--- src/hdl/rbmga_pkg.sv ---
// Shared types, sizes and codes of the gradient accumulator.
package rbmga_pkg;

    // Sizes of the network.
    localparam int VISIBLE_COUNT = 256;
    localparam int HIDDEN_COUNT  = 64;

    // Field widths of the input and result transactions.
    localparam int MODE_W = 3;
    localparam int HID_W  = 6;
    localparam int VIS_W  = 8;
    localparam int VAL_W  = 16;
    localparam int FAC_W  = 16;
    localparam int ACC_W  = 32;

    // Layout of the accumulator memory: weights row by row, then the hidden
    // biases, then the visible biases.
    localparam int WEIGHT_COUNT = HIDDEN_COUNT * VISIBLE_COUNT;
    localparam int HB_BASE      = WEIGHT_COUNT;
    localparam int VB_BASE      = WEIGHT_COUNT + HIDDEN_COUNT;
    localparam int ACC_DEPTH    = VB_BASE + VISIBLE_COUNT;
    localparam int ACC_AW       = $clog2(ACC_DEPTH);
    localparam int VIS_AW       = (VISIBLE_COUNT > 1) ? $clog2(VISIBLE_COUNT) : 1;

    // A hidden state of one in Q1.15.
    localparam logic [VAL_W-1:0] ONE_Q15 = 16'h8000;

    // Transaction modes.
    localparam logic [MODE_W-1:0] MODE_LOAD    = 3'd0;
    localparam logic [MODE_W-1:0] MODE_ROW     = 3'd1;
    localparam logic [MODE_W-1:0] MODE_SCALE   = 3'd2;
    localparam logic [MODE_W-1:0] MODE_RD_WGT  = 3'd3;
    localparam logic [MODE_W-1:0] MODE_RD_HB   = 3'd4;
    localparam logic [MODE_W-1:0] MODE_RD_VB   = 3'd5;

    // Operation that a sweep over the accumulator memory performs.
    typedef enum logic [2:0] {
        OP_CLEAR,
        OP_LOAD,
        OP_ROW,
        OP_SCALE,
        OP_READ
    } t_op;

    // Sequencer states.
    typedef enum logic [1:0] {
        ST_IDLE,
        ST_RUN,
        ST_FLUSH,
        ST_RESULT
    } t_state;

    // Control of the update unit for one accumulator entry.
    typedef struct packed {
        t_op  op;
        logic neg;
        logic bias;
    } t_alu_ctl;

endpackage

--- src/hdl/rbmga_alu.sv ---
// Update unit: saturating add or subtract, floor scaling, and clearing.
module rbmga_alu (
    input  rbmga_pkg::t_alu_ctl                   i_ctl,
    input  logic signed [rbmga_pkg::ACC_W-1:0]    i_acc,
    input  logic [rbmga_pkg::VAL_W-1:0]           i_store,
    input  logic [rbmga_pkg::VAL_W-1:0]           i_load_val,
    input  logic [rbmga_pkg::FAC_W-1:0]           i_factor,
    output logic signed [rbmga_pkg::ACC_W-1:0]    o_result
);

    logic signed [rbmga_pkg::ACC_W+rbmga_pkg::FAC_W:0] w_prod;
    logic [rbmga_pkg::ACC_W-1:0]                       w_scaled;
    logic [rbmga_pkg::VAL_W-1:0]                       w_delta;
    logic signed [rbmga_pkg::ACC_W:0]                  w_sum;
    logic [rbmga_pkg::ACC_W-1:0]                       w_sat;

    // Scaling: exact product with the Q0.16 factor, then an arithmetic shift,
    // which rounds toward minus infinity.
    assign w_prod   = i_acc * $signed({1'b0, i_factor});
    assign w_scaled = w_prod[rbmga_pkg::ACC_W+rbmga_pkg::FAC_W-1:rbmga_pkg::FAC_W];

    // The contribution is the loaded value, one for a hidden bias, or the
    // stored visible value.
    always_comb begin
        if (i_ctl.op == rbmga_pkg::OP_LOAD) begin
            w_delta = i_load_val;
        end else if (i_ctl.bias) begin
            w_delta = rbmga_pkg::ONE_Q15;
        end else begin
            w_delta = i_store;
        end
    end

    // Add or subtract with one guard bit, then clamp on overflow.
    always_comb begin
        if (i_ctl.neg) begin
            w_sum = {i_acc[rbmga_pkg::ACC_W-1], i_acc}
                    - $signed({{(rbmga_pkg::ACC_W+1-rbmga_pkg::VAL_W){1'b0}}, w_delta});
        end else begin
            w_sum = {i_acc[rbmga_pkg::ACC_W-1], i_acc}
                    + $signed({{(rbmga_pkg::ACC_W+1-rbmga_pkg::VAL_W){1'b0}}, w_delta});
        end
        if (w_sum[rbmga_pkg::ACC_W] != w_sum[rbmga_pkg::ACC_W-1]) begin
            w_sat = w_sum[rbmga_pkg::ACC_W] ? {1'b1, {(rbmga_pkg::ACC_W-1){1'b0}}}
                                            : {1'b0, {(rbmga_pkg::ACC_W-1){1'b1}}};
        end else begin
            w_sat = w_sum[rbmga_pkg::ACC_W-1:0];
        end
    end

    // Select the new entry value.
    always_comb begin
        case (i_ctl.op) inside
            rbmga_pkg::OP_CLEAR: o_result = '0;
            rbmga_pkg::OP_SCALE: o_result = w_scaled;
            rbmga_pkg::OP_LOAD,
            rbmga_pkg::OP_ROW:   o_result = w_sat;
            default:             o_result = i_acc;
        endcase
    end

endmodule

--- config.mk ---
export PLATFORM = sky130hd
export DESIGN_NAME = rbmga_alu
export DESIGN_NICKNAME = d
export VERILOG_FILES = /design/src/hdl/rbmga_pkg.sv /design/src/hdl/rbmga_alu.sv
export SDC_FILE = /design/constraint.sdc
export NUM_CORES = 1
export LEC_CHECK = 0
export ABC_AREA = 1
export BUFFER_PORTS_ARGS = -buffer_cell sky130_fd_sc_hd__buf_2
export CELL_PAD_IN_SITES_DETAIL_PLACEMENT = 1
export CELL_PAD_IN_SITES_GLOBAL_PLACEMENT = 1
export CORE_MARGIN = 3
export CORE_UTILIZATION = 48
export DETAILED_ROUTE_END_ITERATION = 7
export GPL_ROUTABILITY_DRIVEN = 0
export PLACE_DENSITY = 0.89
export SLEW_MARGIN = 20
export SYNTH_ARGS = -nofsm -noshare
export SYNTH_HDL_FRONTEND = slang
export SYNTH_SLANG_ARGS = --single-unit
--- constraint.sdc ---
create_clock -name vclk -period 11.2
set_input_delay 2.24 -clock vclk [all_inputs]
set_output_delay 2.24 -clock vclk [all_outputs]
set_load 0.05 [all_outputs]
==> results.sh, run 1 <==
export IMPL_worst_setup_path_start_kind="input pin"
export IMPL_yosys_area_share_adder=0.5183
export IMPL_xor_xnor_portion_of_the_synthesized_cell_area=0.02369
export IMPL_drc=0
export IMPL_cell_mode_on_critical_path="fa_1"
export IMPL_sequential_cell_total=0
export IMPL_synth_compound_area_share=0.08225
export IMPL_synth_avg_cell_area_um2=7.079
export IMPL_slowest_stage_cell_on_the_critical_path="fa_1"
export IMPL_fillers=6020
export IMPL_start_util=0.4877
export IMPL_core_area_mm2=0.04548
export IMPL_final_hold_violation_count=0
export IMPL_critPathKind="in -> out"
export IMPL_crit_buf_inv=6
export IMPL_seqCellArea_um2=0
export IMPL_timing_hold_worst_class="in -> out"
export IMPL_syn_to_final_growth_pct=5.833
export IMPL_layout_min_cycle_time_ns=11.01
export IMPL_vias_after_detailed_routing=21192
export IMPL_mappedNetlistArea_mm2=0.02218
export IMPL_drtIter0Drc=1526
export IMPL_clkbuf_count=0
export IMPL_fin_worst_hold_slack_ns=5.238
export IMPL_cp_data_arrival_time_ns=8.77
export IMPL_port_buffers=117
export IMPL_slowest_delay_ns=0.58
export IMPL_postRouteWirelength_mm=83.25
export IMPL_post_synth_num_cell_types=46
export IMPL_grt_max_degree=54
export IMPL_timing_max_slew_rel_slack=0.3450
export IMPL_floorplan_rows=78
export IMPL_syn_inst=3133
export IMPL_design_portCount=117
export IMPL_vias_in_the_first_global_route=24808
export IMPL_final_worst_path_cycle_share=0.9826
export IMPL_drive_gt1_frac=0.07634
export IMPL_end_kind="primary output"
export IMPL_worst_pin_slew_ns=0.9788
export IMPL_maximum_capacitance_violations=0
export IMPL_report_final_setup_viol=0
export IMPL_series_of_cell_instances_along_the_critical_path="buf_4 -> nand2_1 -> fa_1 -> fa_1 -> clkinvlp_4 -> buf_4 -> fa_1 -> fa_1 -> fa_1 -> inv_1 -> fa_1 -> inv_1 -> ha_1 -> nand2_1 -> nor2_1 -> nand2_1 -> nor4_1 -> nand2_1 -> nand3_1 -> xor2_1 -> nand2_1 -> a21oi_1 -> buf_2"
export IMPL_timing_final_max_slew_violations=0
export IMPL_outcome="finished, final reports clean"
export IMPL_avgViaCountPerCell=5.618
export IMPL_cp_top_family="adder cells"
export IMPL_drt_pass1_iterations=5
export IMPL_synthesis_nets=3847
export IMPL_grt_total_usage=0.3441
export IMPL_antenna_found_initial=4
export IMPL_cts_hold_buffers_added=0
export IMPL_muxShareOfSynthArea=0
export IMPL_post_drt_wl_per_cell_um=22.07
export IMPL_sequential_fraction_of_the_synthesis_area=0
export IMPL_detail_route_antenna_nets=0
export IMPL_grt_pass1_wl_mm=133.5
export IMPL_fp_dieH_um=221.0
export IMPL_global_route_overflow_total=0
export IMPL_cp_data_required_time_ns=8.96
export IMPL_main_combinational_cell_family_by_area_after_synthesis="adder cells"
export IMPL_synth_yosys_warnings=0
export IMPL_multi_input_area_mm2=0.01822
export IMPL_rsz_0062_raised_after_global_routing="no"
export IMPL_synth_simple_gate_area_frac=0.1967
export IMPL_floorplan_die_width_um=221.0
export IMPL_fmax_mhz=90.87
export IMPL_design_die_area_mm2=0.04882
export IMPL_hpwl_reported_at_the_end_of_detailed_placement_mm=72.51
export IMPL_critical_path_fanouts_max=32
export IMPL_layout_nets=3886
-- path summary, 6_finish.rpt --
check,to,start,cells after the start
max,o_result[30],i_factor[5],23
min,o_result[30],i_acc[30],6
-- through the flow --
step                      TNS, ns  cell area (µm²)  std cells  utilization  setup slack, ns
after global routing            0            23470       3771       0.5161         0.006385
after global placement          0            23360       3768       0.5138           0.1970
after floorplan                 0            22180       3133            -           0.5723
final                           0            23470       3772       0.5161           0.1947
after detailed placement  -0.6832            23360       3768       0.5138          -0.2323
after CTS                       0            23380       3768       0.5140          0.02397
-- placed cells by master (no fill, tap or decap), types with 3 or more instances in the layout --
master | netlist | routed
nand2_1 | 811 | 811
a21oi_1 | 120 | 119
nor4_1 | 5 | 5
xnor2_1 | 29 | 29
buf_4 | 3 | 56
buf_6 | 3 | 4
a21boi_0 | 4 | 4
inv_1 | 908 | 907
o21ai_1 | 8 | 11
nand3_1 | 72 | 72
a21o_1 | 13 | 13
o21bai_1 | 9 | 9
clkbuf_4 | 0 | 19
o21a_1 | 5 | 5
buf_2 | 3 | 93
nor3_1 | 16 | 15
nor3_2 | 3 | 4
fa_1 | 483 | 483
a31oi_1 | 6 | 6
nand2_4 | 4 | 4
and3_1 | 3 | 3
nand3_2 | 3 | 3
ha_1 | 146 | 146
nand3b_1 | 4 | 4
nor2_2 | 4 | 4
a21oi_2 | 19 | 20
o21ai_0 | 95 | 92
o21ai_2 | 21 | 21
xor2_1 | 31 | 31
or2_2 | 3 | 3
nand2_2 | 4 | 4
nand4_1 | 9 | 9
nor2_1 | 146 | 145
-- logic make-up after synthesis --
kind of cell / Yosys count
simple gates: 1089
fa+ha+maj: 629
xor+xnor: 60
compound gates: 310
buf+inv: 1045
-- cell usage after synthesis (13+ instances only) --
library cell | count | share of area
nor2_1 | 146 | 0.025
xor2_1 | 31 | 0.012
nand3_1 | 72 | 0.016
clkbuf_1 | 123 | 0.021
a21oi_1 | 120 | 0.027
o21ai_2 | 21 | 0.0083
inv_1 | 908 | 0.15
nor3_1 | 16 | 0.0036
o21ai_0 | 95 | 0.021
xnor2_1 | 29 | 0.011
fa_1 | 483 | 0.44
a21oi_2 | 19 | 0.0075
a21o_1 | 13 | 0.0044
ha_1 | 146 | 0.082
nand2_1 | 811 | 0.14
-- layer usage --
| metal | part of all wire | wire length (µm) | track usage |
|---|---|---|---|
| met1 | 0.37 | 30610 | 0.4100 |
| met2 | 0.50 | 41270 | 0.6077 |
| met3 | 0.081 | 6725 | 0.05121 |
| met4 | 0.056 | 4628 | 0.1710 |
| met5 | 0.00022 | 18 | 0 |
-- area by class of cell --
type	count	share of cell area
antenna	2	0.0002132
inverter	910	0.1457
multi-input combinational	2088	0.7764
tap	600	0.03198
timing repair buffer	172	0.04574
-- worst min-delay path, stage by stage --
cell	delay, ns
buf_2	0.22
nand2_1	0.11
nand2_1	0.05
nand2_1	0.05
a21oi_1	0.09
buf_2	0.23
-- repair_timing --
action	4_1_cts	5_1_grt
setup endpoints to repair	4	11
gates cloned	0	0
setup buffers	0	2
resized for setup	5	29
Power of run 1 is not shown: default switching activity piles up to over one toggle a cycle in this logic, so the estimate is an artifact.
==> run 2, diff against run 1 <==
--- a/config.mk
+++ b/config.mk
@@ -16,3 +16,2 @@
 export PLACE_DENSITY = 0.89
-export SLEW_MARGIN = 20
 export SYNTH_ARGS = -nofsm -noshare
==> constraint.sdc (replaced) <==
create_clock -name vclk -period 11.2
set_input_delay 0.56 -clock vclk [all_inputs]
set_output_delay 0.56 -clock vclk [all_outputs]
set_load 0.05 [all_outputs]
==> run 2 against run 1 <==
  * Wire length decreased by 7.7%
  * Design area fell by 2.1%
  * Count of clock-buffer cells in the layout unchanged
  * Flip-flop and latch count did not move
  * Global-route usage decreased by 2.8 points
  * Critical endpoint is now o_result[27]
  * Highest routed layer is now met4
==> results.sh, run 2 (synthesis gave the netlist of run 1 again) <==
export IMPL_outcome="finished, final reports clean"
export IMPL_hpwl_reported_at_the_end_of_detailed_placement_mm=65.64
export IMPL_mostFrequentLayoutCell="inv_1"
export IMPL_detail_route_antenna_nets=0
export IMPL_worst_pin_slew_ns=0.9318
export IMPL_rsz_0062_raised_after_global_routing="no"
export IMPL_report_final_setup_viol=0
export IMPL_setup_tns_final_ns=0
export IMPL_cp_data_arrival_time_ns=7.68
export IMPL_fp_dieH_um=221.0
export IMPL_cts_setup_buffers=0
export IMPL_drtIter0Drc=1343
export IMPL_floorplan_die_width_um=221.0
export IMPL_global_route_overflow_total=0
export IMPL_design_die_area_mm2=0.04882
export IMPL_slowest_stage_cell_on_the_critical_path="fa_1"
export IMPL_drc=0
export IMPL_end_kind="primary output"
export IMPL_core_area_mm2=0.04548
export IMPL_critical_path_fanouts_max=32
export IMPL_timing_final_max_slew_violations=0
export IMPL_grt_pass1_wl_mm=124.8
export IMPL_vias_after_detailed_routing=20449
export IMPL_clkbuf_count=0
export IMPL_postRouteWirelength_mm=76.84
export IMPL_layout_nets=3832
export IMPL_layout_common_cells="inv_1 (908), nand2_1 (811), fa_1 (483), ha_1 (146), nor2_1 (145)"
export IMPL_syn_to_final_growth_pct=3.599
export IMPL_hold_path_cell_count=4
export IMPL_grt_max_degree=54
export IMPL_post_drt_wl_per_cell_um=20.67
export IMPL_drt_pass1_iterations=6
export IMPL_multi_input_area_mm2=0.01822
export IMPL_cp_data_required_time_ns=10.64
export IMPL_timing_max_slew_rel_slack=0.3765
export IMPL_final_hold_violation_count=0
export IMPL_critPathKind="in -> out"
export IMPL_layout_min_cycle_time_ns=8.244
export IMPL_cts_hold_buffers_added=0
export IMPL_grt_total_usage=0.3164
export IMPL_port_buffers=117
export IMPL_worst_setup_path_start_kind="input pin"
export IMPL_maximum_capacitance_violations=0
export IMPL_series_of_cell_instances_along_the_critical_path="buf_2 -> nand2_1 -> fa_1 -> fa_1 -> inv_1 -> fa_1 -> fa_1 -> fa_1 -> inv_1 -> fa_1 -> inv_1 -> ha_1 -> nand2_1 -> nor2_1 -> inv_1 -> nor4_1 -> nand4_1 -> nand3_1 -> nand2_1 -> nand2_1 -> o21ai_0 -> a21oi_1 -> buf_2"
export IMPL_hold_path_end="o_result[24]"
export IMPL_worst_hold_startpoint="i_ctl[4]"
export IMPL_cell_mode_on_critical_path="fa_1"
export IMPL_ctsResizeCount=0
export IMPL_slowest_delay_ns=0.83
export IMPL_fmax_mhz=121.3
export IMPL_design_portCount=117
export IMPL_timing_hold_worst_class="in -> out"
export IMPL_antenna_found_initial=1
export IMPL_final_worst_path_cycle_share=0.7361
export IMPL_vias_in_the_first_global_route=23905
export IMPL_avgViaCountPerCell=5.501
export IMPL_floorplan_rows=78
export IMPL_crit_buf_inv=6
export IMPL_start_util=0.4877
export IMPL_sequential_cell_total=0
export IMPL_seqCellArea_um2=0
export IMPL_drive_gt1_frac=0.05937
export IMPL_cp_top_family="adder cells"
export IMPL_fillers=6053
[run 2: worst max path at each step]
stage / slack (ns) / cells past startpoint / start / end
floorplan: 3.93 / 23 / i_acc[31] / o_result[27]
global placement: 3.57 / 24 / i_factor[8] / o_result[26]
detailed placement: 3.12 / 23 / i_factor[2] / o_result[27]
CTS: 3.10 / 23 / i_factor[2] / o_result[27]
global route: 2.64 / 23 / i_factor[2] / o_result[27]
finish: 2.96 / 23 / i_factor[2] / o_result[27]
[run 2: stage by stage]
step / utilization / hold WS, ns / instances / worst slack [ns] / area (µm²)
final: 0.5052 / 1.955 / 3717 / 2.956 / 22980
after floorplan: - / 1.504 / 3133 / 3.932 / 22180
after global placement: 0.5052 / 1.923 / 3716 / 3.565 / 22970
after detailed placement: 0.5052 / 1.946 / 3716 / 3.120 / 22970
after CTS: 0.5052 / 1.946 / 3716 / 3.101 / 22970
after global routing: 0.5052 / 1.974 / 3717 / 2.641 / 22980
[run 2: final cells by class]
class / instances / share of cell area
Timing Repair Buffer: 118 / 0.02581
Inverter: 910 / 0.1487
Multi-Input combinational cell: 2088 / 0.7927
Antenna cell: 1 / 0.0001089
Tap cell: 600 / 0.03267
[run 2: tightest hold or removal path: cells and delay by family]
family	cells	cell delay [ns]
buffers and inverters	2	0.43
AND/OR/NAND/NOR	2	0.40
[run 2: layer usage]
metal,part of all wire,wire length (µm),global-route usage,up-vias
met5,0,0,0,-
met4,0.045,3458,0.1294,0
met3,0.072,5542,0.03874,254
met2,0.51,38830,0.5723,905
met1,0.38,29010,0.3823,10324
li1,-,-,-,8966
Power of run 2 is left out for the same reason.
==> run 3, diff against run 2 <==
- CORE_UTILIZATION: 48 -> 44
- PLACE_DENSITY: 0.89 -> 0.86
- clock period: 11.2 -> 7.4 ns (I/O delays scaled with it)
==> run 3 against run 2 <==
  * Worst setup slack worse by 2.8 ns
  * Count of clock-buffer cells in the layout stayed put
  * First-iteration DRC count is 2.1% lower
  * Cell count is 3.3% higher
  * Non-clock buffer count is 59 higher
  * Wire length is 2.1% higher
  * Die area is 8.8% higher
  * Largest cell class unchanged
  * Hold slack worse by 0.38 ns
  * Critical path depth is 2 higher
  * Design area is 2.8% higher
  * Sequential share of layout area stayed put
  * Via count is 0.47% higher
==> results.sh, run 3 (synthesis gave the netlist of run 1 again) <==
export IMPL_vias_after_detailed_routing=20545
export IMPL_grt_total_usage=0.3002
export IMPL_drive_gt1_frac=0.07906
export IMPL_start_util=0.4494
export IMPL_detail_route_antenna_nets=0
export IMPL_floorplan_die_width_um=230.5
export IMPL_fp_dieH_um=230.5
export IMPL_drt_pass1_iterations=7
export IMPL_rsz_0062_raised_after_global_routing="no"
export IMPL_placed_cell_area_mm2=0.02352
export IMPL_sequential_cell_total=0
export IMPL_utilization=0.4784
export IMPL_end_kind="primary output"
export IMPL_syn_to_final_growth_pct=6.459
export IMPL_slowest_delay_ns=0.57
export IMPL_grt_pass1_wl_mm=126.5
export IMPL_cp_data_required_time_ns=7.03
export IMPL_final_hold_violation_count=0
export IMPL_endpoint="o_result[26]"
export IMPL_fillers=6500
export IMPL_fmax_mhz=138.7
export IMPL_crit_cells=25
export IMPL_cp_data_arrival_time_ns=6.84
export IMPL_drc=0
export IMPL_core_area_mm2=0.04936
export IMPL_report_final_setup_viol=0
export IMPL_layout_common_cells="inv_1 (907), nand2_1 (811), fa_1 (482), ha_1 (146), nor2_1 (145)"
export IMPL_clkbuf_count=0
export IMPL_post_drt_wl_per_cell_um=20.43
export IMPL_avgViaCountPerCell=5.350
export IMPL_hpwl_reported_at_the_end_of_detailed_placement_mm=68.88
export IMPL_worst_pin_slew_ns=0.9999
export IMPL_seqCellArea_um2=0
export IMPL_setup_tns_final_ns=0
export IMPL_multi_input_area_mm2=0.01824
export IMPL_antenna_found_initial=4
export IMPL_timing_max_slew_rel_slack=0.3310
export IMPL_critical_path_fanouts_max=13
export IMPL_post_route_worst_setup_slack_ns=0.1921
export IMPL_mostFrequentLayoutCell="inv_1"
export IMPL_port_buffers=117
export IMPL_maximum_capacitance_violations=0
export IMPL_timing_hold_worst_class="in -> out"
export IMPL_design_die_area_mm2=0.05314
export IMPL_global_route_overflow_total=0
export IMPL_critPathKind="in -> out"
export IMPL_layout_nets=3891
export IMPL_cts_hold_buffers_added=0
export IMPL_crit_start="i_acc[15]"
export IMPL_cp_top_family="adder cells"
export IMPL_vias_in_the_first_global_route=23925
export IMPL_slowest_stage_cell_on_the_critical_path="fa_1"
export IMPL_post_place_ws_ns=-0.1488
export IMPL_post_route_cell_area_mm2=0.02361
export IMPL_cell_mode_on_critical_path="fa_1"
export IMPL_postRouteWirelength_mm=78.46
export IMPL_final_worst_path_cycle_share=0.9740
export IMPL_outcome="finished, final reports clean"
export IMPL_worst_setup_path_start_kind="input pin"
export IMPL_layout_min_cycle_time_ns=7.208
export IMPL_design_portCount=117
export IMPL_drtIter0Drc=1315
export IMPL_floorplan_rows=81
export IMPL_crit_buf_inv=6
export IMPL_timing_final_max_slew_violations=0
export IMPL_grt_max_degree=54
-- run 3: changes by cell type in the layout (fill, tap and decap cells not counted), sizes merged --
cell and change:
buf +46, clkbuf +13, clkinvlp +1, inv -1
-- run 3: how the worst min path moves through the flow --
stage / endpoint / from / slack (ns) / cells after the start
after floorplan: o_result[0] / i_acc[0] / 1.12 / 2
after global placement: o_result[30] / i_acc[30] / 1.51 / 6
after detailed placement: o_result[30] / i_acc[30] / 1.55 / 6
after CTS: o_result[30] / i_acc[30] / 1.55 / 6
after global routing: o_result[30] / i_acc[30] / 1.59 / 6
final: o_result[30] / i_acc[30] / 1.58 / 6
-- run 3: tightest hold or removal path: stages --
cell and delay (ns):
buf_2 0.25, nand2_1 0.13, nand2_1 0.06, nand2_1 0.06, a21oi_1 0.10, clkbuf_4 0.23
-- run 3: metrics by stage --
step	hold slack, ns	cells
6_report	1.579	3840
5_1_grt	1.587	3839
4_1_cts	1.550	3838
3_5_place_dp	1.547	3838
3_3_place_gp	1.507	3838
2_1_floorplan	1.124	3133
-- run 3: cell type report --
class                           instances  area share
Tap cell                              664     0.03519
Inverter                              910      0.1448
Antenna cell                            1   0.0001060
Timing Repair Buffer                  177     0.04748
Multi-Input combinational cell       2088      0.7724
-- run 3: layer usage --
metal  up-vias  part of all wire  track usage
met5         -           0.00011            0
met4         2             0.040       0.1064
met3       232             0.057      0.03110
met2       741              0.51       0.5481
met1     10490              0.39       0.3674
li1       9080                 -            -
-- run 3: what timing repair did --
action,in CTS,in global routing
hold endpoints to repair,0,0
setup buffers,0,1
endpoints found under the setup margin,2,10
pin swaps,0,1
resized for setup,7,29
Power of run 3 is left out for the same reason.
